==> config.mk <==
export PLATFORM = sky130hd
export DESIGN_NAME = rpi_queue
export DESIGN_NICKNAME = d
export VERILOG_FILES = /design/src/rpi_pkg.sv /design/src/rpi_queue.sv
export SDC_FILE = /design/constraint.sdc
export NUM_CORES = 1
export LEC_CHECK = 0
export ABC_CLOCK_PERIOD_IN_PS = 5200
export BUFFER_PORTS_ARGS = -buffer_cell sky130_fd_sc_hd__buf_2
export CAP_MARGIN = 40
export CELL_PAD_IN_SITES_DETAIL_PLACEMENT = 1
export CELL_PAD_IN_SITES_GLOBAL_PLACEMENT = 2
export CORE_UTILIZATION = 38
export DETAILED_ROUTE_END_ITERATION = 10
export PLACE_DENSITY_LB_ADDON = 0.25
export SYNTH_ARGS = -nofsm -noshare
export SYNTH_HDL_FRONTEND = slang
export SYNTH_SLANG_ARGS = --single-unit
==> constraint.sdc <==
create_clock -name clk -period 5.2 [get_ports clk]
set_input_delay 0.78 -clock clk [delete_from_list [all_inputs] [get_ports clk]]
set_output_delay 0.78 -clock clk [all_outputs]
set_load 0.01 [all_outputs]
==> src/rpi_pkg.sv <==
// Shared types, constants and tables for the lidar range-image projection block.
// Depends on nothing; every other file imports it.
package rpi_pkg;

  localparam int ROWS    = 64;
  localparam int COLUMNS = 1800;
  localparam int ROW_W   = $clog2(ROWS);
  localparam int COL_W   = $clog2(COLUMNS);

  // Square root: one result bit per stage.
  localparam int SQ_STAGES = 30;
  localparam int SQ_RES_W  = SQ_STAGES;
  localparam int SQ_REM_W  = SQ_RES_W + 2;
  localparam int SQ_RAD_W  = 2 * SQ_STAGES;
  localparam int R2_W      = 40;

  // CORDIC datapath.
  localparam int CORDIC_ITERS = 20;
  localparam int CW           = 34;
  localparam int ACC_W        = 28;
  localparam int VW           = ACC_W - 7;

  // Row and column arithmetic.
  localparam int MW         = 24;
  localparam int D_W        = 13;
  localparam int AD_W       = 19;
  localparam int CN_W       = 20;
  localparam int DIV_STAGES = CN_W;
  localparam int RREM_W     = 22;
  localparam int QW         = 22;

  // Register loads from an accepted request to its result strobe.
  localparam int LATENCY = 2 + 1 + SQ_STAGES + 1 + CORDIC_ITERS + 3 + DIV_STAGES + 3;

  localparam logic signed [ACC_W-1:0] ACC_90 = 28'sd23040000;

  localparam logic signed [ACC_W-1:0] ATAN_TAB [CORDIC_ITERS] = '{
    28'sd11520000, 28'sd6800653, 28'sd3593278, 28'sd1824004, 28'sd915542,
    28'sd458217, 28'sd229164, 28'sd114589, 28'sd57295, 28'sd28648,
    28'sd14324, 28'sd7162, 28'sd3581, 28'sd1790, 28'sd895,
    28'sd448, 28'sd224, 28'sd112, 28'sd56, 28'sd28
  };

  // Upper limits of the vertical bands in millidegrees.
  localparam logic signed [VW-1:0] BAND_LIMIT [7] = '{
    -21'sd19000, -21'sd14000, -21'sd6000, 21'sd2000, 21'sd3000, 21'sd5000, 21'sd11000
  };

  // Per band slope divisor and the folded offset (off * D - C).
  localparam logic [D_W-1:0] BAND_D [8] = '{
    13'd6000, 13'd5000, 13'd1000, 13'd167, 13'd1000, 13'd2000, 13'd3000, 13'd4000
  };
  localparam logic signed [MW-1:0] BAND_K [8] = '{
    24'sd0, 24'sd4000, -24'sd8000, -24'sd17163, 24'sd32000, 24'sd92000,
    24'sd153000, 24'sd216000
  };

  // Register map, word index from paddr[3:2].
  localparam logic [1:0] REG_BOTTOM_ANGLE = 2'd0;
  localparam logic [1:0] REG_COL_RES      = 2'd1;
  localparam logic [1:0] REG_MIN_RANGE    = 2'd2;

  localparam logic [16:0] BOTTOM_ANGLE_RST = 17'd25000;
  localparam logic [11:0] COL_RES_RST      = 12'd200;
  localparam logic [13:0] MIN_RANGE_RST    = 14'd1500;

  typedef struct packed {
    logic [16:0] bottom_angle_offset;
    logic [11:0] column_resolution;
    logic [13:0] min_planar_range;
  } cfg_t;

  typedef struct packed {
    logic               range_ok;
    logic signed [20:0] xr;
    logic signed [19:0] yr;
    logic signed [19:0] zr;
    logic [7:0]         inten;
  } pass_t;

  typedef struct packed {
    logic [R2_W-1:0] r2;
    pass_t           pass;
  } item_t;

  typedef struct packed {
    logic signed [CW-1:0]    x;
    logic signed [CW-1:0]    y;
    logic signed [ACC_W-1:0] acc;
  } cvec_t;

endpackage

==> src/rpi_queue.sv <==
// Two-entry queue between the front end and the projection back end.
// Uses rpi_pkg for the item type.
module rpi_queue import rpi_pkg::*; (
  input  logic  clk,
  input  logic  rst,
  input  logic  push,
  input  item_t push_item,
  output logic  full,
  output logic  out_vld,
  output item_t out_item
);

  item_t      q_mem [2];
  logic       wr_ptr;
  logic       rd_ptr;
  logic [1:0] cnt;
  logic       pop;
  logic       wr_en;

  // The back end never stalls, so any stored request leaves at once.
  assign pop      = cnt != 2'd0;
  assign wr_en    = push && !full;
  assign full     = cnt == 2'd2;
  assign out_vld  = pop;
  assign out_item = q_mem[rd_ptr];

  always_ff @(posedge clk) begin
    if (rst) begin
      wr_ptr <= 1'b0;
      rd_ptr <= 1'b0;
      cnt    <= 2'd0;
    end else begin
      if (wr_en) wr_ptr <= !wr_ptr;
      if (pop) rd_ptr <= !rd_ptr;
      cnt <= cnt + {1'b0, wr_en} - {1'b0, pop};
    end
  end

  always_ff @(posedge clk) begin
    if (wr_en) q_mem[wr_ptr] <= push_item;
  end

endmodule

* Yosys cells after proc, flatten, opt, wreduce, memory -nomap -nowiden *
Memories as Yosys holds them, arrays and structs flattened. A register that Yosys moved wholly into a read port is not among the register bits.
Cells that the tools add are included.

operators by class
  add/sub/neg operators = 2
  equal/unequal tests = 1
  muxes and demuxes = 4
  reduce and logical (&&, ||, !) cells = 5

operators with widths
  cell                                   number
  two-way mux 1 bit                      4
  zero test 1 bit                        3
  adder 2 x 1 -> 2 bit                   1
  == test 2 bit (second input constant)  1
  nonzero test 2 bit                     1
  subtractor 2 x 1 -> 2 bit              1
  logical AND 1 bit                      1

storage, ports and cells
  flip-flop bits (word level) = 4
  RAM bits = 220
  bits of input ports = 113
  output and inout bits = 112
  memories kept = 1

memory list
  name   depth  bits a word  rd ports  clocked after Yosys merged registers in  write ports  RTL line         RTL
  q_mem  2      110          1         1                                        1            rpi_queue.sv:13  item_t q_mem [2];

* Logic depth before layout (Yosys ltp) *
  depth in word-level cells = 5
  gate-level depth with buffers = 4

* Worst setup path before layout *
No wires, ideal clock.

  path kind = input to register
  start point = in push
  end point = mem q_mem[1][0] in the netlist's numbering, enable pin
  setup time = 0.482 ns
  arrival = 3.371 ns
  required time = 4.718 ns
  slack = 1.347 ns
  stages on the path = 1
  cell sequence = and3_1

on the way
  longest elaborated chain between the ends = 3

ends and longest elaborated chain
  item                                     RTL line         RTL
  start: declaration                       rpi_queue.sv:6   input logic push,
  logical AND 1 bit                        rpi_queue.sv:22  assign wr_en = push && !full;
  two-way mux 1 bit                        rpi_queue.sv:40  if (wr_en) q_mem[wr_ptr] <= push_item;
  two-way mux 1 bit (not written as such)  rpi_queue.sv:40
  end: declaration                         rpi_queue.sv:13

Every way passes these cells.

==> flow_summary.toml <==
[cts]
clkTransAtPathRegs_ns = 0.06
clk_latency_ns = 0.50
ctsResizeCount = 0
post_cts_buffers = 0
clk_path_buf_depth = 3
cts_max_level = 1
cts_made_buffers = 25
holdBufCountCts = 0
clock-root-buffer = "clkbuf_16"
cts_sinks = 225
cts_tree = "yes"

[synth]
synth_cells = 362
yosysTopAreaCell = "edfxtp_1"
ys_seq_elements = 225
ys_types = 17
avgSynthCellArea_sq_um = 22.5
ys.flop_type = "edfxtp_1"
async_flop_share_pct = 0
yosys_warnings = 0
yosysTopAreaCellShare_pct = 81.1
yosysMostFrequentCell = "edfxtp_1"
synth_common_cells = "220 x edfxtp_1, 110 x mux2_2, 10 x buf_6"
synth_edf_count = 220
synth-seq-area-share_pct = 82.3
syn-num-nets = 475
synth.area.top_cells = "edfxtp_1 81%, mux2_2 15%, buf_6 1.4%, dfxtp_1 1.2%, nor2_1 0.14%"
syn_area_sq_um = 8150

[detailed_routing]
postRouteAntennaNets = 0
routed_via_density = 4.60
route.vias.total = 4158
wirelength_microns = 16700
drtPass1Iterations = 4
drt_iter0_markers = 139
post-route-drc-count = 0
wl_per_cell_microns = 18.5

[global_route]
first_global_vias = 4541
grt_use_total_pct = 15.0
grt_overflow = 0
grt_max_degree = 59
grt_antenna_before_repair = 2
grt_pass1_wl_microns = 25100

[critical_path]
worstPathMaxFanout = 43
cpPeakStageDelay_ns = 0.58
timing.rr.start = "cnt[0]$_SDFF_PP0_"
end_kind = "output pin"
cp_slowest_cell = "dfxtp_4"
worst_ep_required_time_ns = 4.42
path_delay_family = "buffers and inverters"
path_cells = "buf_16, buf_4, mux2_2, buf_2"
cp.arrival_ns = 2.30
worstSetupPathType = "reg2out"
path_depth = 4
cp-start-kind = "register"
path_buf_inv = 3
reg2reg_depth = 5

[sta]
setup_viol = 0
fmax_mhz = 324
finalHoldViolations = 0
tightest_slew_ns = 0.778
slew_headroom_pct = 48.1
fin_skew_ns = 0.00881
rsz0062_at_grt = "false"
finalSetupTns_ns = 0
finalCriticalPeriod_ns = 3.08
drv_slew = 0
post-route-period-util_pct = 59.3

[floorplan]
fp.dieH_microns = 148
die_w_microns = 148
ios = 225
start_util_pct = 38.8
num_rows = 53
dieArea_sq_um = 22000
core-area_sq_um = 21000

[layout]
fill_cells = 2018
drive_gt1_share_pct = 61.4
nets = 721
syn2layout_area_growth_pct = 27.1
layoutNonFillerInstCount = 903
final_core_util_pct = 49.3

[power_and_ir_drop]
p_total_mw = 4.15
power_density_nw_per_um2 = 401
peakVddDrop_mv = 0.217
power_leakage_nw = 3.85

[place]
place_hpwl_microns = 11100
dpl.cell_count = 856
numPortBuffers = 224
routabilityCongestion = 0.690

[worst_hold_path]
hold_class = "in2reg"
hp-start = "push_item[104]"
whs_path_depth = 1

[run_status]
run_status = "completed"

[run]
drv_cap = 0
[worst reg2reg max path, cell delays in order, from the launching register on]
cell	delay, ns
dfxtp_1	0.36
nand2b_2	0.18
inv_2	0.05
or3_1	0.37
inv_4	0.58
buf_4	0.53
[cells by family after synthesis]
| logic type | share of synthesized area, % |
|---|---|
| AO/OA/AOI/OAI | 0.184 |
| AND/OR/NAND/NOR | 0.522 |
| buffers and inverters | 1.67 |
| multiplexers | 15.2 |
| XOR/XNOR | 0.108 |
| flip-flops | 82.3 |
[cell type report]
cell class / instances / area, sq um / share of cell area (%)
flip-flops and latches: 225 / 6710 / 64.8
multi-input cells: 122 / 1310 / 12.6
repair buffers: 231 / 1190 / 11.5
clock buffers: 28 / 637 / 6.15
well taps: 275 / 344 / 3.32
clock inverters: 15 / 138 / 1.33
inverters: 3 / 13.8 / 0.133
diodes: 4 / 10.0 / 0.0967
[metal layers]
layer  vias up  part of all wire, %  track usage, %
li1       1934                    -               -
met1      2046                   41            18.8
met2       154                   49            24.8
met3        24                  8.8            5.03
met4         0                  2.0            4.43
met5         -                    0               0
[cell usage in the layout (no fill, tap or decap), drive strengths merged]
master    instances
xnor2             1
clkinv            8
edfxtp          220
or3               1
nand2             1
buf             231
clkinvlp          4
dfxtp             5
nor2              3
mux2            110
and3              1
nand2b            1
or2               1
clkbuf           28
o21ai             1
bufinv            2
diode             4
a21oi             2
inv               4
[power breakdown]
part	switching (mW)	internal [mW]	total [mW]
clock network	0.674	0.979	1.65
logic	0.199	0.178	0.377
registers	0.0266	2.10	2.12
[path summary, 6_finish.rpt]
check / endpoint / slack (ns)
setup / recovery: out_item[101] / 2.12
hold / removal: q_mem[0][104]$_DFFE_PP_ / 0.46
setup reg to reg: q_mem[0][91]$_DFFE_PP_ / 2.78
hold reg to reg: cnt[1]$_SDFF_PP0_ / 0.47
[state kept, by name, summed over array words and instances (netlist names), named ones only]
register and count:
q_mem 220, wr_ptr 1, cnt 2, rd_ptr 1
[metrics by stage]
| stage | area (sq um) | setup slack [ns] | hold WS [ns] |
|---|---|---|---|
| 6_report | 10400 | 2.12 | 0.459 |
| 5_1_grt | 10300 | 1.96 | 0.436 |
| 4_1_cts | 10300 | 2.03 | 0.430 |
| 3_5_place_dp | 9570 | 2.32 | 0.463 |
| 3_3_place_gp | 9540 | 2.39 | 0.429 |
| 2_1_floorplan | 8150 | 1.35 | 0.420 |
Power figures use the tool's default switching activity.
