## src/rpi_pkg.sv

```systemverilog
// Shared types, constants and tables for the lidar range-image projection block.
// Depends on nothing; every other file imports it.
package rpi_pkg;

  localparam int ROWS    = 64;
  localparam int COLUMNS = 1800;
  localparam int ROW_W   = $clog2(ROWS);
  localparam int COL_W   = $clog2(COLUMNS);

  // Square root: one result bit per stage.
  localparam int SQ_STAGES = 30;
  localparam int SQ_RES_W  = SQ_STAGES;
  localparam int SQ_REM_W  = SQ_RES_W + 2;
  localparam int SQ_RAD_W  = 2 * SQ_STAGES;
  localparam int R2_W      = 40;

  // CORDIC datapath.
  localparam int CORDIC_ITERS = 20;
  localparam int CW           = 34;
  localparam int ACC_W        = 28;
  localparam int VW           = ACC_W - 7;

  // Row and column arithmetic.
  localparam int MW         = 24;
  localparam int D_W        = 13;
  localparam int AD_W       = 19;
  localparam int CN_W       = 20;
  localparam int DIV_STAGES = CN_W;
  localparam int RREM_W     = 22;
  localparam int QW         = 22;

  // Register loads from an accepted request to its result strobe.
  localparam int LATENCY = 2 + 1 + SQ_STAGES + 1 + CORDIC_ITERS + 3 + DIV_STAGES + 3;

  localparam logic signed [ACC_W-1:0] ACC_90 = 28'sd23040000;

  localparam logic signed [ACC_W-1:0] ATAN_TAB [CORDIC_ITERS] = '{
    28'sd11520000, 28'sd6800653, 28'sd3593278, 28'sd1824004, 28'sd915542,
    28'sd458217, 28'sd229164, 28'sd114589, 28'sd57295, 28'sd28648,
    28'sd14324, 28'sd7162, 28'sd3581, 28'sd1790, 28'sd895,
    28'sd448, 28'sd224, 28'sd112, 28'sd56, 28'sd28
  };

  // Upper limits of the vertical bands in millidegrees.
  localparam logic signed [VW-1:0] BAND_LIMIT [7] = '{
    -21'sd19000, -21'sd14000, -21'sd6000, 21'sd2000, 21'sd3000, 21'sd5000, 21'sd11000
  };

  // Per band slope divisor and the folded offset (off * D - C).
  localparam logic [D_W-1:0] BAND_D [8] = '{
    13'd6000, 13'd5000, 13'd1000, 13'd167, 13'd1000, 13'd2000, 13'd3000, 13'd4000
  };
  localparam logic signed [MW-1:0] BAND_K [8] = '{
    24'sd0, 24'sd4000, -24'sd8000, -24'sd17163, 24'sd32000, 24'sd92000,
    24'sd153000, 24'sd216000
  };

  // Register map, word index from paddr[3:2].
  localparam logic [1:0] REG_BOTTOM_ANGLE = 2'd0;
  localparam logic [1:0] REG_COL_RES      = 2'd1;
  localparam logic [1:0] REG_MIN_RANGE    = 2'd2;

  localparam logic [16:0] BOTTOM_ANGLE_RST = 17'd25000;
  localparam logic [11:0] COL_RES_RST      = 12'd200;
  localparam logic [13:0] MIN_RANGE_RST    = 14'd1500;

  typedef struct packed {
    logic [16:0] bottom_angle_offset;
    logic [11:0] column_resolution;
    logic [13:0] min_planar_range;
  } cfg_t;

  typedef struct packed {
    logic               range_ok;
    logic signed [20:0] xr;
    logic signed [19:0] yr;
    logic signed [19:0] zr;
    logic [7:0]         inten;
  } pass_t;

  typedef struct packed {
    logic [R2_W-1:0] r2;
    pass_t           pass;
  } item_t;

  typedef struct packed {
    logic signed [CW-1:0]    x;
    logic signed [CW-1:0]    y;
    logic signed [ACC_W-1:0] acc;
  } cvec_t;

endpackage

```

## src/rpi_front.sv

```systemverilog
// Front end: rotates the axes, squares the planar coordinates and classifies
// the request against the minimum planar range. Uses rpi_pkg.
module rpi_front import rpi_pkg::*; (
  input  logic               clk,
  input  logic               rst,
  input  logic               take,
  input  logic signed [19:0] x_in,
  input  logic signed [19:0] y_in,
  input  logic signed [19:0] z_in,
  input  logic [7:0]         intensity_in,
  input  logic [13:0]        min_planar_range,
  output logic               out_vld,
  output item_t              out_item
);

  logic               s1_vld;
  logic [R2_W-1:0]    s1_sqx;
  logic [R2_W-1:0]    s1_sqy;
  pass_t              s1_pass;
  pass_t              s2_pass;
  logic [27:0]        mr_sq;
  logic signed [20:0] xr;
  logic signed [41:0] px;
  logic signed [41:0] py;
  logic [R2_W-1:0]    r2;

  assign xr = -$signed({y_in[19], y_in});
  assign px = xr * xr;
  assign py = x_in * x_in;
  assign r2 = s1_sqx + s1_sqy;

  always_comb begin
    s2_pass          = s1_pass;
    s2_pass.range_ok = r2 >= {12'd0, mr_sq};
  end

  always_ff @(posedge clk) begin
    if (rst) begin
      s1_vld  <= 1'b0;
      out_vld <= 1'b0;
    end else begin
      s1_vld  <= take;
      out_vld <= s1_vld;
    end
  end

  always_ff @(posedge clk) begin
    mr_sq         <= min_planar_range * min_planar_range;
    s1_sqx        <= px[R2_W-1:0];
    s1_sqy        <= py[R2_W-1:0];
    s1_pass.range_ok <= 1'b0;
    s1_pass.xr    <= xr;
    s1_pass.yr    <= x_in;
    s1_pass.zr    <= z_in;
    s1_pass.inten <= intensity_in;
    out_item.r2   <= r2;
    out_item.pass <= s2_pass;
  end

endmodule

```

## config.mk

```make
export PLATFORM = sky130hd
export DESIGN_NAME = rpi_front
export DESIGN_NICKNAME = d
export VERILOG_FILES = /design/src/rpi_pkg.sv /design/src/rpi_front.sv
export SDC_FILE = /design/constraint.sdc
export NUM_CORES = 2
export LEC_CHECK = 0
export BUFFER_PORTS_ARGS = -buffer_cell sky130_fd_sc_hd__clkbuf_2
export CAP_MARGIN = 40
export CORE_MARGIN = 2
export CORE_UTILIZATION = 45
export CTS_CLUSTER_DIAMETER = 80
export CTS_CLUSTER_SIZE = 8
export DETAILED_ROUTE_END_ITERATION = 8
export SLEW_MARGIN = 25
export SYNTH_ARGS = -nofsm -noshare
export SYNTH_HDL_FRONTEND = slang
export SYNTH_SLANG_ARGS = --single-unit
```

## constraint.sdc

```tcl
create_clock -name clk -period 9.3 [get_ports clk]
set_input_delay 1.86 -clock clk [delete_from_list [all_inputs] [get_ports clk]]
set_output_delay 1.86 -clock clk [all_outputs]
set_load 0.03 [all_outputs]
```

# Yosys cells after proc, flatten, opt, wreduce, memory -nomap -nowiden

Index checks and enable logic that the tools add are counted.

Bits in registers: 289
Bits of input ports: 85
Logic and storage cells: 21

Add/sub/neg operators: 2
$mul: 3
$lt $le $gt $ge: 1

Operators by type and width:

| kind                           | number |
|---|---|
| adder 40 bit                   | 1 |
| >= comparator 40 x 28 -> 1 bit | 1 |
| multiplier 20 x 20 -> 40 bit   | 1 |
| multiplier 21 x 21 -> 40 bit   | 1 |
| multiplier 14 x 14 -> 28 bit   | 1 |
| negator 20 -> 21 bit           | 1 |

# Depth between registers and ports, before layout

Depth after elaboration: 2
Gate-level depth with buffers: 34
Gate-level depth less buffers: 33

# Worst setup path after synthesis

OpenSTA, ideal clock, no wires.

Path type: input-to-reg
From: in y_in[0]
To: reg s1_sqx[38]
Setup time: 0.072 ns
Data arrival time: 9.916 ns
Required time: 9.228 ns
Setup slack: -0.688 ns
Stages on the path: 34
Cells stage by stage: clkbuf_1 > inv_2 > ha_1 > or4b_1 > nand2b_4 > or4b_1 > nor2_1 > xor2_1 > inv_2 > clkbuf_1 > nand2_1 > fa_1 > inv_1 > fa_1 > inv_1 > fa_1 > inv_1 > fa_1 > fa_1 > fa_1 > inv_1 > fa_1 > inv_1 > ha_1 > a21o_1 > a21oi_1 > a21boi_0 > nand2_1 > a21o_1 > nand3_1 > a31oi_1 > a211o_1 > a21oi_1 > xnor2_1

Word-level cells in the longest chain between the ends: 2

RTL lines:

| element                      | RTL line        | text |
|---|---|---|
| start: declaration           | rpi_front.sv:8  | `input logic signed [19:0] y_in,` |
| negator 20 -> 21 bit         | rpi_front.sv:27 | `assign xr = -$signed({y_in[19], y_in});` |
| multiplier 21 x 21 -> 40 bit | rpi_front.sv:28 | `assign px = xr * xr;` |
| via px[38]                   | rpi_front.sv:23 | `logic signed [41:0] px;` |
| end signal: assignment       | rpi_front.sv:49 | `s1_sqx <= px[R2_W-1:0];` |
| end: declaration             | rpi_front.sv:17 | `logic [R2_W-1:0] s1_sqx;` |

The timed path passes the listed nets, and every way through them passes these cells.
A chain may end at the register's enable or synchronous reset.

# Worst setup path after layout

From: in y_in[0]
To: reg s1_sqx[35]

The elaborated chain is that of the path after synthesis.

==> summary.md <==
| Metric | Value |
|---|---|
| Status | `finished, final reports clean` |
| Worst path bufs/invs | `10` |
| Initial DRC Count | `1167` |
| Minimum clock period | `9.14 ns` |
| Hold Crit Start | `s1_pass[32]` |
| GPL Wtd Cong | `0.902` |
| Critical Path RT | `9.85 ns` |
| Synthesis-to-layout area growth | `15.6%` |
| Diodes inserted | `0` |
| Global-route wire length before repair | `160 mm` |
| CP endpoint kind | `flop` |
| Slew Viols, Final | `0` |
| CTS tree | `done` |
| Number of cell rows | `110` |
| R2r worst-path depth | `17` |
| Dominant cell by count in the synthesized netlist | `inv_1` |
| Syn Inst Count | `4163` |
| Hold WS | `0.320 ns` |
| DRC violations left | `0` |
| Setup TNS | `0 ns` |
| Warnings from Yosys | `0` |
| Slew at the pin with the worst max-slew slack | `0.766 ns` |
| Highest achievable clock rate | `109 MHz` |
| Clock root buffer | `clkbuf_16` |
| Crit path max-delay family | `adder cells` |
| Post-synthesis sequential area ratio | `13.8%` |
| Hold Path Stages | `0` |
| WL per Instance | `16.5 um` |
| Tot GR Track Use | `21.8%` |
| Number of hold buffers added after cts | `0` |
| TritonCTS Buffers | `45` |
| Fillers | `8386` |
| R2r startpoint | `s1_sqx[17]` |
| Clock skew | `0.0342 ns` |
| Initial Util | `45.5%` |
| Yosys reg bits | `284` |
| Post-placement cell count | `5742` |
| Final Hold Viols | `0` |
| Synth Area per Inst | `9.87 um^2` |
| GRT overflow | `0` |
| Final HPWL DP | `82.2 mm` |
| Largest net degree at the start of global routing | `24` |
| Core ar. | `90300 um^2` |
| Slew margin rel. | `48.5%` |
| ANT nets after route | `0` |
| R2R Setup Slk | `3.63 ns` |
| I/O Pins | `196` |
| Share of layout cells above drive strength 1 | `14.7%` |
| Predominant post-synthesis flop cell | `dfxtp_1` |
| Clk slew on worst S/H paths | `0.05 ns` |
| Top area cells in the synthesized netlist | `fa_1 44%, dfxtp_1 14%, ha_1 11%` |
| Drt via density | `4.88` |
| Area leader, netlist | `fa_1` |
| Syn nets | `5523` |
| Die Wd | `306 um` |
| Post-synthesis cell area | `41100 um^2` |
| Top cell type's share of synthesized area | `44.1%` |
| Critical-path top delay cell | `or4b_4` |
| Clk_lat worst skew | `0.63 ns` |
| Worst hold path endpoint | `out_item[32]` |
| H-tree levels | `2` |
| CTS Sinks | `284` |
| Layout Cells excl Fill | `5817` |
| RSZ-0062 raised after global routing | `true` |
| Synth top cells by count | `1130 x inv_1, 904 x fa_1, 371 x ha_1` |
| Setup ws final | `0.155 ns` |
| Max Cap Viol | `0` |
| Final net count | `5990` |
| Ys async rst share | `0%` |
| Fin crit share | `98.3%` |
| Crit-path max FO | `5` |
| Final setup fails | `0` |
| Crit-path max cell delay | `0.55 ns` |
| Type of the most critical hold path | `flop to flop` |
| Via count | `28400` |
| Initial antenna violation count | `1` |
| Die height | `306 um` |
| Pre-Repair DR Iteration Count | `5` |
| Worst EP arrival | `9.70 ns` |
| WS Path Type | `input port to flop` |
| CTS Buffer Depth | `3` |
| Number of port buffers | `195` |
| Post-synth EDFFs | `0` |
| Yosys cell types | `78` |
| Total routed wirelength | `95.9 mm` |
| Worst slack, placed | `-0.526 ns` |
| Die area | `93700 um^2` |
| FF-to-FF End | `out_item[69]` |
| Startpoint types | `input port` |
| Number of global-route vias before repair | `31500` |
| Most used cell, CP | `fa_1` |
[metal layers]
layer  wire length, um  global-route usage, %  up-vias  part of all wire, %
li1                  -                      -    13300                    -
met1             39500                   27.4    14300                   41
met2             48300                   38.0      584                   50
met3              4380                   2.97      192                  4.6
met4              3770                   8.31        0                  3.9
met5                 0                      0        -                    0
[sequential cells by signal, summed over array words and instances, names as in the netlist]
| name | flops |
|---|---|
| mr_sq | 27 |
| out_item | 110 |
| out_vld | 1 |
| s1_pass | 69 |
| s1_sqx | 38 |
| s1_sqy | 38 |
| s1_vld | 1 |
[how the worst max path moves through the flow]
stage | slack [ns] | endpoint | from | depth (start not counted)
after floorplan | -0.16 | s1_sqx[35] | y_in[7] | 29
after global placement | -0.47 | s1_sqx[38] | y_in[1] | 32
after detailed placement | -0.53 | s1_sqx[39] | y_in[1] | 34
after CTS | 0.12 | s1_sqx[38] | y_in[1] | 31
after global routing | -0.06 | s1_sqx[35] | y_in[9] | 33
final | 0.16 | s1_sqx[35] | y_in[0] | 33
[stage by stage]
| stage | area (um^2) | util (%) |
|---|---|---|
| 6_report | 47500 | 52.6 |
| 5_1_grt | 47500 | 52.6 |
| 4_1_cts | 47100 | 52.2 |
| 3_5_place_dp | 45800 | 50.7 |
| 3_3_place_gp | 45800 | 50.7 |
| 2_1_floorplan | 41400 | - |
[final cells by class]
class	instances	area (um^2)	area share [%]
timing repair inverter	1	5.00	0.0105
timing repair buffer	502	3450	7.26
clock buffer	48	1170	2.46
clock inverter	10	174	0.366
multi-input combinational	2654	31200	65.8
sequential	284	5690	12.0
inverter	1142	4310	9.07
tap	1176	1470	3.10
[cell families (layout without fill, tap and decap cells)]
| group | count (synthesis) | count (layout) | share of synthesized area, % |
|---|---|---|---|
| adder cells (fa/ha/maj) | 1275 | 1275 | 55.4 |
| buffers and inverters | 1225 | 1703 | 11.2 |
| flip-flops | 284 | 284 | 13.8 |
| XOR/XNOR | 181 | 181 | 3.97 |
| AO/OA/AOI/OAI | 360 | 360 | 5.86 |
| multiplexers | 5 | 5 | 0.125 |
| AND/OR/NAND/NOR | 833 | 833 | 9.65 |
[placed cells by master (no fill, tap or decap), drive strengths merged, types with 53 or more instances in the layout]
cell / n
buf: 309
nor2: 199
fa: 904
o21ai: 53
and2: 156
nand2: 302
ha: 371
dfxtp: 284
inv: 1139
xnor2: 129
a21oi: 106
clkbuf: 241
a21o: 60
[timing repair]
item,CTS,global route
endpoints found under the setup margin,0,12
setup buffers,0,16
resized for setup,0,54
endpoints found under the hold margin,0,0
Power is left out: the tool's default activity adds up to more than one toggle a clock period on the data nets, which glitch-free logic cannot reach.
