<file path="config.mk">
export PLATFORM = sky130hd
export DESIGN_NAME = rpi_index
export DESIGN_NICKNAME = d
export VERILOG_FILES = /design/src/rpi_pkg.sv /design/src/rpi_index.sv
export SDC_FILE = /design/constraint.sdc
export NUM_CORES = 2
export LEC_CHECK = 0
export BUFFER_PORTS_ARGS = -buffer_cell sky130_fd_sc_hd__buf_2
export CORE_MARGIN = 3
export CORE_UTILIZATION = 25
export DETAILED_ROUTE_END_ITERATION = 6
export SYNTH_ARGS = -nofsm -noshare
export SYNTH_HDL_FRONTEND = slang
export SYNTH_SLANG_ARGS = --single-unit
</file>
<file path="constraint.sdc">
create_clock -name clk -period 17.1 [get_ports clk]
set_input_delay 2.565 -clock clk [delete_from_list [all_inputs] [get_ports clk]]
set_output_delay 2.565 -clock clk [all_outputs]
set_load 0.1 [all_outputs]
</file>
<file path="src/rpi_pkg.sv">
// Shared types, constants and tables for the lidar range-image projection block.
// Depends on nothing; every other file imports it.
package rpi_pkg;

  localparam int ROWS    = 64;
  localparam int COLUMNS = 1800;
  localparam int ROW_W   = $clog2(ROWS);
  localparam int COL_W   = $clog2(COLUMNS);

  // Square root: one result bit per stage.
  localparam int SQ_STAGES = 30;
  localparam int SQ_RES_W  = SQ_STAGES;
  localparam int SQ_REM_W  = SQ_RES_W + 2;
  localparam int SQ_RAD_W  = 2 * SQ_STAGES;
  localparam int R2_W      = 40;

  // CORDIC datapath.
  localparam int CORDIC_ITERS = 20;
  localparam int CW           = 34;
  localparam int ACC_W        = 28;
  localparam int VW           = ACC_W - 7;

  // Row and column arithmetic.
  localparam int MW         = 24;
  localparam int D_W        = 13;
  localparam int AD_W       = 19;
  localparam int CN_W       = 20;
  localparam int DIV_STAGES = CN_W;
  localparam int RREM_W     = 22;
  localparam int QW         = 22;

  // Register loads from an accepted request to its result strobe.
  localparam int LATENCY = 2 + 1 + SQ_STAGES + 1 + CORDIC_ITERS + 3 + DIV_STAGES + 3;

  localparam logic signed [ACC_W-1:0] ACC_90 = 28'sd23040000;

  localparam logic signed [ACC_W-1:0] ATAN_TAB [CORDIC_ITERS] = '{
    28'sd11520000, 28'sd6800653, 28'sd3593278, 28'sd1824004, 28'sd915542,
    28'sd458217, 28'sd229164, 28'sd114589, 28'sd57295, 28'sd28648,
    28'sd14324, 28'sd7162, 28'sd3581, 28'sd1790, 28'sd895,
    28'sd448, 28'sd224, 28'sd112, 28'sd56, 28'sd28
  };

  // Upper limits of the vertical bands in millidegrees.
  localparam logic signed [VW-1:0] BAND_LIMIT [7] = '{
    -21'sd19000, -21'sd14000, -21'sd6000, 21'sd2000, 21'sd3000, 21'sd5000, 21'sd11000
  };

  // Per band slope divisor and the folded offset (off * D - C).
  localparam logic [D_W-1:0] BAND_D [8] = '{
    13'd6000, 13'd5000, 13'd1000, 13'd167, 13'd1000, 13'd2000, 13'd3000, 13'd4000
  };
  localparam logic signed [MW-1:0] BAND_K [8] = '{
    24'sd0, 24'sd4000, -24'sd8000, -24'sd17163, 24'sd32000, 24'sd92000,
    24'sd153000, 24'sd216000
  };

  // Register map, word index from paddr[3:2].
  localparam logic [1:0] REG_BOTTOM_ANGLE = 2'd0;
  localparam logic [1:0] REG_COL_RES      = 2'd1;
  localparam logic [1:0] REG_MIN_RANGE    = 2'd2;

  localparam logic [16:0] BOTTOM_ANGLE_RST = 17'd25000;
  localparam logic [11:0] COL_RES_RST      = 12'd200;
  localparam logic [13:0] MIN_RANGE_RST    = 14'd1500;

  typedef struct packed {
    logic [16:0] bottom_angle_offset;
    logic [11:0] column_resolution;
    logic [13:0] min_planar_range;
  } cfg_t;

  typedef struct packed {
    logic               range_ok;
    logic signed [20:0] xr;
    logic signed [19:0] yr;
    logic signed [19:0] zr;
    logic [7:0]         inten;
  } pass_t;

  typedef struct packed {
    logic [R2_W-1:0] r2;
    pass_t           pass;
  } item_t;

  typedef struct packed {
    logic signed [CW-1:0]    x;
    logic signed [CW-1:0]    y;
    logic signed [ACC_W-1:0] acc;
  } cvec_t;

endpackage

</file>
<file path="src/rpi_index.sv">
// Back end: turns the two angles into row and column through banded row
// mapping and a pipelined column divider, then forms the result. Uses rpi_pkg.
module rpi_index import rpi_pkg::*; (
  input  logic                    clk,
  input  logic                    rst,
  input  cfg_t                    cfg,
  input  logic                    in_vld,
  input  pass_t                   in_pass,
  input  logic signed [ACC_W-1:0] in_acc_v,
  input  logic signed [ACC_W-1:0] in_acc_h,
  output logic                    done,
  output logic                    point_valid,
  output logic [5:0]              row,
  output logic [10:0]             column,
  output logic [16:0]             cell_index,
  output logic signed [19:0]      x_out,
  output logic signed [19:0]      y_out,
  output logic signed [19:0]      z_out,
  output logic [7:0]              intensity_out
);

  localparam logic signed [QW-1:0] HALF_COLS = QW'(COLUMNS / 2);
  localparam logic signed [QW-1:0] COLS_S    = QW'(COLUMNS);
  localparam logic [12:0]          COLS_U    = 13'(COLUMNS);
  localparam int                   PW        = ROW_W + 14;

  // Stage A: round both angles to millidegrees.
  logic                  a_vld;
  pass_t                 a_pass;
  logic signed [VW-1:0]  a_v;
  logic signed [VW-1:0]  a_h;
  logic signed [ACC_W:0] tv;
  logic signed [ACC_W:0] th;

  assign tv = {in_acc_v[ACC_W-1], in_acc_v} + (ACC_W+1)'(128);
  assign th = {in_acc_h[ACC_W-1], in_acc_h} + (ACC_W+1)'(128);

  always_ff @(posedge clk) begin
    if (rst) a_vld <= 1'b0;
    else a_vld <= in_vld;
  end

  always_ff @(posedge clk) begin
    a_pass <= in_pass;
    a_v    <= tv[ACC_W:8];
    a_h    <= th[ACC_W:8];
  end

  // Stage B: band lookup and the azimuth offset from straight ahead.
  logic                  b_vld;
  pass_t                 b_pass;
  logic signed [MW-1:0]  b_m;
  logic [D_W-1:0]        b_d;
  logic [AD_W-1:0]       b_ad;
  logic                  b_neg;
  logic [11:0]           b_res;
  logic [2:0]            band;
  logic signed [MW-1:0]  dd;
  logic signed [MW-1:0]  add;

  always_comb begin
    band = 3'd0;
    for (int j = 0; j < 7; j++) begin
      if (a_v >= BAND_LIMIT[j]) band = band + 3'd1;
    end
  end

  assign dd  = MW'(a_h) - MW'(90000);
  assign add = dd < 0 ? -dd : dd;

  always_ff @(posedge clk) begin
    if (rst) b_vld <= 1'b0;
    else b_vld <= a_vld;
  end

  always_ff @(posedge clk) begin
    b_pass <= a_pass;
    b_m    <= MW'(a_v) + $signed({7'd0, cfg.bottom_angle_offset}) + BAND_K[band];
    b_d    <= BAND_D[band];
    b_neg  <= dd < 0;
    b_ad   <= add[AD_W-1:0];
    b_res  <= (cfg.column_resolution == 12'd0) ? 12'd1 : cfg.column_resolution;
  end

  // Stage C: row range check and divider operands.
  logic                 c_vld;
  pass_t                c_pass;
  logic                 c_ok;
  logic [RREM_W-1:0]    c_rnum;
  logic [D_W-1:0]       c_d;
  logic [CN_W-1:0]      c_cn;
  logic [D_W-1:0]       c_cd;
  logic                 c_neg;
  logic [MW-1:0]        lim;
  logic signed [MW-1:0] neg_d;

  assign lim   = MW'(b_d) * MW'(ROWS);
  assign neg_d = -$signed(MW'(b_d));

  always_ff @(posedge clk) begin
    if (rst) c_vld <= 1'b0;
    else c_vld <= b_vld;
  end

  always_ff @(posedge clk) begin
    c_pass <= b_pass;
    c_ok   <= b_pass.range_ok && (b_m > neg_d) && (b_m < $signed(lim));
    c_rnum <= b_m < 0 ? '0 : b_m[RREM_W-1:0];
    c_d    <= b_d;
    c_cn   <= CN_W'({b_ad, 1'b0}) + CN_W'(b_res);
    c_cd   <= {b_res, 1'b0};
    c_neg  <= b_neg;
  end

  // Division stages: the column quotient takes one bit per stage, the row
  // quotient uses the first ROW_W of them.
  logic              dv_vld  [DIV_STAGES];
  pass_t             dv_pass [DIV_STAGES];
  logic              dv_ok   [DIV_STAGES];
  logic              dv_neg  [DIV_STAGES];
  logic [RREM_W-1:0] dv_rrem [DIV_STAGES];
  logic [ROW_W-1:0]  dv_rq   [DIV_STAGES];
  logic [D_W-1:0]    dv_d    [DIV_STAGES];
  logic [D_W-1:0]    dv_crem [DIV_STAGES];
  logic [CN_W-1:0]   dv_cn   [DIV_STAGES];
  logic [CN_W-1:0]   dv_cq   [DIV_STAGES];
  logic [D_W-1:0]    dv_cd   [DIV_STAGES];

  genvar s;
  for (s = 0; s < DIV_STAGES; s++) begin : g_div
    logic              vld_i;
    pass_t             pass_i;
    logic              ok_i;
    logic              neg_i;
    logic [RREM_W-1:0] rrem_i;
    logic [ROW_W-1:0]  rq_i;
    logic [D_W-1:0]    d_i;
    logic [D_W-1:0]    crem_i;
    logic [CN_W-1:0]   cn_i;
    logic [CN_W-1:0]   cq_i;
    logic [D_W-1:0]    cd_i;
    logic [D_W:0]      ct;
    logic              cge;
    logic [D_W:0]      cdiff;
    logic [RREM_W-1:0] rrem_o;
    logic [ROW_W-1:0]  rq_o;

    if (s == 0) begin : g_first
      assign vld_i  = c_vld;
      assign pass_i = c_pass;
      assign ok_i   = c_ok;
      assign neg_i  = c_neg;
      assign rrem_i = c_rnum;
      assign rq_i   = '0;
      assign d_i    = c_d;
      assign crem_i = '0;
      assign cn_i   = c_cn;
      assign cq_i   = '0;
      assign cd_i   = c_cd;
    end else begin : g_next
      assign vld_i  = dv_vld[s-1];
      assign pass_i = dv_pass[s-1];
      assign ok_i   = dv_ok[s-1];
      assign neg_i  = dv_neg[s-1];
      assign rrem_i = dv_rrem[s-1];
      assign rq_i   = dv_rq[s-1];
      assign d_i    = dv_d[s-1];
      assign crem_i = dv_crem[s-1];
      assign cn_i   = dv_cn[s-1];
      assign cq_i   = dv_cq[s-1];
      assign cd_i   = dv_cd[s-1];
    end

    if (s < ROW_W) begin : g_row
      logic [RREM_W-1:0] dsh;
      assign dsh    = RREM_W'(d_i) << (ROW_W - 1 - s);
      assign rrem_o = (rrem_i >= dsh) ? rrem_i - dsh : rrem_i;
      always_comb begin
        rq_o = rq_i;
        rq_o[ROW_W-1-s] = rrem_i >= dsh;
      end
    end else begin : g_norow
      assign rrem_o = rrem_i;
      assign rq_o   = rq_i;
    end

    assign ct    = {crem_i, cn_i[CN_W-1]};
    assign cge   = ct >= {1'b0, cd_i};
    assign cdiff = ct - {1'b0, cd_i};

    always_ff @(posedge clk) begin
      if (rst) dv_vld[s] <= 1'b0;
      else dv_vld[s] <= vld_i;
    end

    always_ff @(posedge clk) begin
      dv_pass[s] <= pass_i;
      dv_ok[s]   <= ok_i;
      dv_neg[s]  <= neg_i;
      dv_rrem[s] <= rrem_o;
      dv_rq[s]   <= rq_o;
      dv_d[s]    <= d_i;
      dv_crem[s] <= cge ? cdiff[D_W-1:0] : ct[D_W-1:0];
      dv_cn[s]   <= {cn_i[CN_W-2:0], 1'b0};
      dv_cq[s]   <= {cq_i[CN_W-2:0], cge};
      dv_cd[s]   <= cd_i;
    end
  end

  // Stage E: signed quotient and raw column.
  logic                 e_vld;
  pass_t                e_pass;
  logic                 e_ok;
  logic [ROW_W-1:0]     e_row;
  logic signed [QW-1:0] e_col;
  logic signed [QW-1:0] qa;

  assign qa = QW'(dv_cq[DIV_STAGES-1]);

  always_ff @(posedge clk) begin
    if (rst) e_vld <= 1'b0;
    else e_vld <= dv_vld[DIV_STAGES-1];
  end

  always_ff @(posedge clk) begin
    e_pass <= dv_pass[DIV_STAGES-1];
    e_ok   <= dv_ok[DIV_STAGES-1];
    e_row  <= dv_rq[DIV_STAGES-1];
    e_col  <= HALF_COLS - (dv_neg[DIV_STAGES-1] ? -qa : qa);
  end

  // Stage F: wrap once and decide validity.
  logic                 f_vld;
  pass_t                f_pass;
  logic                 f_valid;
  logic [ROW_W-1:0]     f_row;
  logic [COL_W-1:0]     f_col;
  logic signed [QW-1:0] col_w;
  logic                 ok_f;

  assign col_w = (e_col >= COLS_S) ? e_col - COLS_S : e_col;
  assign ok_f  = e_ok && (col_w >= 0) && (col_w < COLS_S);

  always_ff @(posedge clk) begin
    if (rst) f_vld <= 1'b0;
    else f_vld <= e_vld;
  end

  always_ff @(posedge clk) begin
    f_pass  <= e_pass;
    f_valid <= ok_f;
    f_row   <= ok_f ? e_row : '0;
    f_col   <= ok_f ? col_w[COL_W-1:0] : '0;
  end

  // Stage G: flat index and output registers.
  logic [PW-1:0] flat_idx;

  assign flat_idx = PW'(f_row) * PW'(COLS_U) + PW'(f_col);

  always_ff @(posedge clk) begin
    if (rst) done <= 1'b0;
    else done <= f_vld;
  end

  always_ff @(posedge clk) begin
    point_valid   <= f_valid;
    row           <= 6'(f_row);
    column        <= 11'(f_col);
    cell_index    <= 17'(flat_idx);
    x_out         <= f_pass.xr[19:0];
    y_out         <= f_pass.yr;
    z_out         <= f_pass.zr;
    intensity_out <= f_pass.inten;
  end

endmodule

</file>
Yosys cells after proc, flatten, opt, wreduce, memory -nomap -nowiden:

Memory sizes are Yosys's and may differ from the RTL's. A register that Yosys moved wholly into a read port is not among the register bits.
Index checks and enable logic that the tools add are counted.

* register bits: 593
* memory bits (writable): 3580
* ROM bits: 296
* bits of input ports: 172
* output and inout port bits: 104
* word-level logic and storage cells: 234
* memories: 13

Memories
* dv_pass: words 20, width 70, rd ports 20, clocked after Yosys merged registers in 1, wr ports 20, line rpi_index.sv:118 `pass_t dv_pass [DIV_STAGES];`
* dv_rrem: words 20, width 22, rd ports 19, clocked after Yosys merged registers in 0, wr ports 20, line rpi_index.sv:121 `logic [RREM_W-1:0] dv_rrem [DIV_STAGES];`
* dv_cq: words 20, width 20, rd ports 20, clocked after Yosys merged registers in 0, wr ports 20, line rpi_index.sv:126 `logic [CN_W-1:0] dv_cq [DIV_STAGES];`
* dv_cn: words 20, width 19, rd ports 19, clocked after Yosys merged registers in 0, wr ports 20, line rpi_index.sv:125 `logic [CN_W-1:0] dv_cn [DIV_STAGES];`
* dv_cd: words 20, width 13, rd ports 19, clocked after Yosys merged registers in 0, wr ports 20, line rpi_index.sv:127 `logic [D_W-1:0] dv_cd [DIV_STAGES];`
* dv_crem: words 20, width 13, rd ports 19, clocked after Yosys merged registers in 0, wr ports 20, line rpi_index.sv:124 `logic [D_W-1:0] dv_crem [DIV_STAGES];`
* +7 memories

* add/subtract/negate cells: 44
* multipliers: 1
* magnitude comparators: 41
* multiplexer cells: 61
* bitwise logic cells: 21
* reductions and logical operators: 5

Operators by type and width (number)
* >= comparator 14 x 13 -> 1 bit: 19
* 2-to-1 mux 13 bit: 20
* subtractor 13 bit: 19
* 2-to-1 mux 22 bit: 8
* adder 28 x 9 -> 29 bit, second input constant: 2
* 2-to-1 mux 24 bit: 2
* >= comparator 21 x 14 -> 1 bit, second input constant: 2
* >= comparator 21 x 15 -> 1 bit, second input constant: 2
* adder 22 x 24 -> 24 bit: 1
* greater-than comparator 24 bit: 1
* < comparator 24 x 1 -> 1 bit, second input constant: 1
* < comparator 24 x 20 -> 1 bit: 1
* 2-to-1 mux 1 bit: 24
* negator 13 -> 24 bit: 1
* adder 21 x 18 -> 22 bit: 1
* >= comparator 22 x 1 -> 1 bit, second input constant: 1
* >= comparator 22 x 12 -> 1 bit, second input constant: 1
* >= comparator 22 x 13 -> 1 bit: 1
* >= comparator 22 x 14 -> 1 bit: 1
* >= comparator 22 x 15 -> 1 bit: 1
* >= comparator 22 x 16 -> 1 bit: 1
* >= comparator 22 x 17 -> 1 bit: 1
* >= comparator 22 x 18 -> 1 bit: 1
* < comparator 22 x 1 -> 1 bit, second input constant: 1
* other kinds (28): 60

Longest topological paths before layout:

* depth after elaboration: 19
* gate-level depth with buffers: 35
* gate-level depth less buffers: 35

Worst setup path before layout:

OpenSTA, ideal clock, no wires.

* path type: register to register
* start: register a_v[4]
* end: register b_m[20]
* library setup time: 72 ps
* data arrival time: 6944 ps
* required time: 17028 ps
* slack: 10084 ps
* cell stages (with the launch flop): 31
* buffers on the path: 0
* period minus slack after synthesis: 7016 ps
* path through: dfxtp_1 -> or2_2 -> a21o_1 -> a211o_1 -> a211oi_1 -> o21ai_0 -> inv_1 -> ha_1 -> xor2_1 -> ha_1 -> mux2_2 -> ha_1 -> xor2_1 -> a221oi_1 -> ha_1 -> inv_1 -> a21oi_1 -> inv_1 -> ha_1 -> mux2_1 -> fa_1 -> ha_1 -> a21o_1 -> a21o_1 -> a21oi_1 -> nand2_1 -> a41o_1 -> and4_1 -> o31ai_1 -> nor2b_1 -> xnor2_1

* longest elaborated chain between the ends: 19
* elaborated cells on any way between the ends: 26
* those cells by class: 8 x add/sub; 7 x order compare; 9 x mux; 1 x bitwise; 1 x memory

Ends and longest elaborated chain
* start, declared: line rpi_index.sv:30 `logic signed [VW-1:0] a_v;`
* start signal, assigned: line rpi_index.sv:45 `a_v <= tv[ACC_W:8];`
* >= comparator 21 x 16 -> 1 bit: line rpi_index.sv:64 `if (a_v >= BAND_LIMIT[j]) band = band + 3'd1;`
* 2-to-1 mux 1 bit: line rpi_index.sv:64
* adder 3 x 1 -> 3 bit: line rpi_index.sv:64
* 2-to-1 mux 3 bit: line rpi_index.sv:64
* adder 3 x 1 -> 3 bit: line rpi_index.sv:64
* 2-to-1 mux 3 bit: line rpi_index.sv:64
* adder 3 x 1 -> 3 bit: line rpi_index.sv:64
* 2-to-1 mux 3 bit: line rpi_index.sv:64
* (+3 left out)
* 2-to-1 mux 3 bit: line rpi_index.sv:64
* adder 3 x 1 -> 3 bit: line rpi_index.sv:64
* 2-to-1 mux 3 bit *: line rpi_index.sv:64
* net band[1]: line rpi_index.sv:57 `logic [2:0] band;`
* inverter 3 -> 4 bit (implied by the code) *: line rpi_index.sv:78 `b_m <= MW'(a_v) + $signed({7'd0, cfg.bottom_angle_offset}) + BAND_K[band];`
* memory read (8 x 24 bit) *
* 2-to-1 mux 24 bit (implied by the code) * (2 in a row): line rpi_index.sv:78
* adder 22 x 24 -> 24 bit *: line rpi_index.sv:78
* end signal, assigned: line rpi_index.sv:78
* end, declared: line rpi_index.sv:52 `logic signed [MW-1:0] b_m;`

The timed path passes the listed nets; every way through them passes the cells marked *. The select of a mux whose other input is x is not followed.
A chain may end at the register's enable or synchronous reset.

Worst setup path in the final report:

* start: register a_v[4]
* end: register b_m[21]

* longest elaborated chain between the ends: 19
* elaborated cells on any way between the ends: 26
* those cells by class: 8 x add/sub; 7 x order compare; 9 x mux; 1 x bitwise; 1 x memory

Ends and longest elaborated chain (line)
* >= comparator 21 x 16 -> 1 bit: rpi_index.sv:64
* 2-to-1 mux 1 bit: rpi_index.sv:64
* adder 3 x 1 -> 3 bit: rpi_index.sv:64
* 2-to-1 mux 3 bit: rpi_index.sv:64
* adder 3 x 1 -> 3 bit: rpi_index.sv:64
* 2-to-1 mux 3 bit: rpi_index.sv:64
* adder 3 x 1 -> 3 bit: rpi_index.sv:64
* 2-to-1 mux 3 bit: rpi_index.sv:64
* (+2 left out)
* adder 3 x 1 -> 3 bit: rpi_index.sv:64
* 2-to-1 mux 3 bit: rpi_index.sv:64
* adder 3 x 1 -> 3 bit: rpi_index.sv:64
* 2-to-1 mux 3 bit: rpi_index.sv:64
* inverter 3 -> 4 bit (implied by the code): rpi_index.sv:78
* memory read (8 x 24 bit)
* 2-to-1 mux 24 bit (implied by the code) (2 in a row): rpi_index.sv:78
* adder 22 x 24 -> 24 bit *: rpi_index.sv:78

Every way passes the cells marked *; elsewhere a longest branch is shown, timed or not. The select of a mux whose other input is x is not followed.

==> flow_summary.ini <==
[run_status]
outcome = completed

[logic_synthesis]
yosys-top-cells-area = dfxtp_1, ha_1, xnor2_1, inv_1, nand2_1
synth_area_sq_um = 89000
ys_seq_elements = 3209
seq_area_frac_synth_pct = 72.2
yosysTopAreaCell = dfxtp_1
synthArstFlopShare_pct = 0
netlist.area_leader.share_pct = 72.2
avgSynthCellArea_sq_um = 12.8
netlist_instances = 6943
synth_flop_cell = dfxtp_1
ys_types = 80
synth_nets = 7594
synth_warnings = 0
synth_edf_count = 0

[finish]
final_util_pct = 30.3
mostFrequentLayoutCells = dfxtp_1, inv_1, nand2_1, ha_1, clkbuf_16
area_growth_pct = 20.5
layout-drive-gt1-share_pct = 11.6
final_nets = 8099
layout_commonest_cell = dfxtp_1
final_area_sq_um = 107000

[clocking]
cts_tree = yes
cts.sinks = 3209
postCtsResizedCells = 0
clockBufferDepth = 4
clkLatencyLatePin_ns = 0.90
cts_hold_buf = 0
cts_setup_buffers = 0
cts-root-buf = clkbuf_16
htreeDepth = 5
cts-buffers-inserted = 322
cts.clk_slew.worst_paths_ns = 0.06

[setup_path]
max_stage_delay_ns = 0.61
critPathRequiredTime_ns = 17.85
startpoint_type = flip-flop
setup.worst_path.class = flip-flop to flip-flop
cp-end-kind = flip-flop
cpMaxStageDelayCell = o41ai_1
crit_top_cell = ha_1
crit_fanout = 19
crit_family = compound AO/OA/AOI/OAI gates
worstPathArrival_ns = 9.04
rrSetupSlack_ns = 8.81
worst-path-buf-inv = 3

[timing]
finalSetupViolations = 0
fin_skew_ns = 0.0683
fmax_mhz = 121
slew_headroom_pct = 19.0
period_minus_slack_ns = 8.29
finalSetupTns_ns = 0
worst_pin_slew_ns = 1.21
final-hold-violation-count = 0
rsz0062_at_grt = false
finalCritPeriodShare_pct = 48.5
drv_slew = 0

[global_routing]
overflow = 0
grt_max_degree = 31
grt_busiest_layer = met2
grtUsageMet3_pct = 1.80
grtUsageTotal_pct = 6.95
grt_pass1_wl_um = 213000
use_met1_pct = 8.13
antenna_found_initial = 14
grt_pass1_vias = 44100
met2_usage_pct = 11.8

[floorplan]
die_w_um = 603
rows = 218
die_y_um = 603
dieArea_sq_um = 363000
start_util_pct = 25.2
num_io_pins = 276
coreArea_sq_um = 353000

[flow_run]
cap_violations = 0

[drt]
routed_wl_um = 129000
drtPass1Iterations = 5
drtIter0Drc = 1742
wire_per_inst_um = 10.3
drt-vias-per-instance = 3.64
ant_nets = 0
drc = 0
vias = 45300

[pwr]
ir_drop_v = 0.0000990
cellPowerDensity_nw_per_um2 = 184
p_leak_nw = 46.1

[hold_path]
min_path_type = flip-flop to flip-flop

[place]
dpl.hpwl_um = 86900
place_area_sq_um = 96000
gp_congestion = 0.800
io_buffers = 246
-- cells in the mapped netlist, types with 7 or more instances --
master,count
nor4_1,23
xor2_1,156
o31ai_1,66
mux2_2,26
mux2_1,10
nand3_1,60
dfxtp_1,3209
xnor2_1,233
or2_2,37
mux2i_1,16
o21bai_1,13
o21ai_0,308
a21oi_1,234
nand4_1,69
a41oi_1,7
clkbuf_1,73
buf_2,8
and2_1,26
and3_1,22
nand4b_1,23
a211oi_1,15
a31oi_1,24
a21boi_0,31
ha_1,434
o21a_1,53
nor2_1,191
o41ai_1,8
o41a_1,8
nor3b_1,8
nor2b_1,118
nand2b_1,42
a21o_1,79
nor3_1,144
a221oi_1,11
nand2_1,446
or4_1,11
fa_1,45
or3_1,16
o311ai_1,11
inv_1,522
a211o_1,7
-- cell families after synthesis --
| logic type | Yosys count | synth area share, % |
|---|---|---|
| xor gates and xnor gates | 393 | 3.92 |
| buffers and inverters | 608 | 2.59 |
| and+or+nand+nor | 1261 | 6.95 |
| muxes | 52 | 0.636 |
| DFF | 3209 | 72.2 |
| adders and majority gates | 479 | 7.12 |
| AOI/OAI and AO/OA | 941 | 6.57 |
-- per-stage QoR --
| stage | hold WS, ns | std cells | worst slack (ns) | power (mW) |
|---|---|---|---|---|
| 6_report | 0.260 | 12400 | 8.81 | 19.8 |
| 5_1_grt | 0.245 | 12400 | 8.12 | 21.1 |
| 4_1_cts | 0.250 | 12400 | 8.76 | 20.1 |
| 3_5_place_dp | 0.312 | 11900 | 8.82 | 12.9 |
| 3_3_place_gp | 0.309 | 11900 | 8.81 | 12.8 |
| 2_1_floorplan | 0.310 | 6943 | 10.08 | 12.0 |
-- metal layers --
metal / vias up / wire length, um
li1: 24000 / -
met1: 20300 / 57300
met2: 664 / 59600
met3: 314 / 6480
met4: 0 / 5120
met5: - / 0
-- cell type report --
type / count / area, sq um
clock buffer: 444 / 9350
antenna: 2 / 5.00
inverter: 524 / 1970
multi-input combinational: 3126 / 22500
tap: 4730 / 5920
sequential: 3209 / 64200
timing repair buffer: 265 / 1370
fill: 35500 / 246000
clock inverter: 138 / 1790
-- worst reg2reg max path, delay by kind of cell, from the launching register on --
kind                     cells  cell delay [ns]
AO/OA/AOI/OAI               11             2.95
XOR/XNOR                     5             1.25
adder cells (fa/ha/maj)      6             1.92
buffers and inverters        3             0.37
flip-flops                   1             0.37
multiplexers                 2             0.72
AND/OR/NAND/NOR              4             0.61
-- worst paths after layout --
kind	startpoint	to	cells past startpoint
max	a_v[4]	b_m[21]	31
min	dv_pass[2][38]	dv_pass[3][38]	0
max reg2reg	a_v[4]	b_m[21]	31
min reg2reg	dv_pass[2][38]	dv_pass[3][38]	0
-- power by group --
| group | internal, mW | switching (mW) | leakage [nW] |
|---|---|---|---|
| clock | 4.24 | 2.85 | 5.46 |
| combinational | 1.63 | 1.96 | 13.7 |
| sequential | 8.60 | 0.496 | 26.9 |
-- sequential cells by signal, summed over array words and instances, names as in the netlist, 21 cells and up --
register and count:
dv_cq 210, dv_rrem 110, dv_d 50, dv_cd 210, b_pass 69, b_m 24, dv_crem 247, a_pass 69
a_v 21, a_h 21, e_pass 68, dv_cn 189, e_col 22, f_pass 68, dv_rq 105, c_pass 68
c_rnum 22, dv_pass 1360
(Power assumes the default switching activity.)
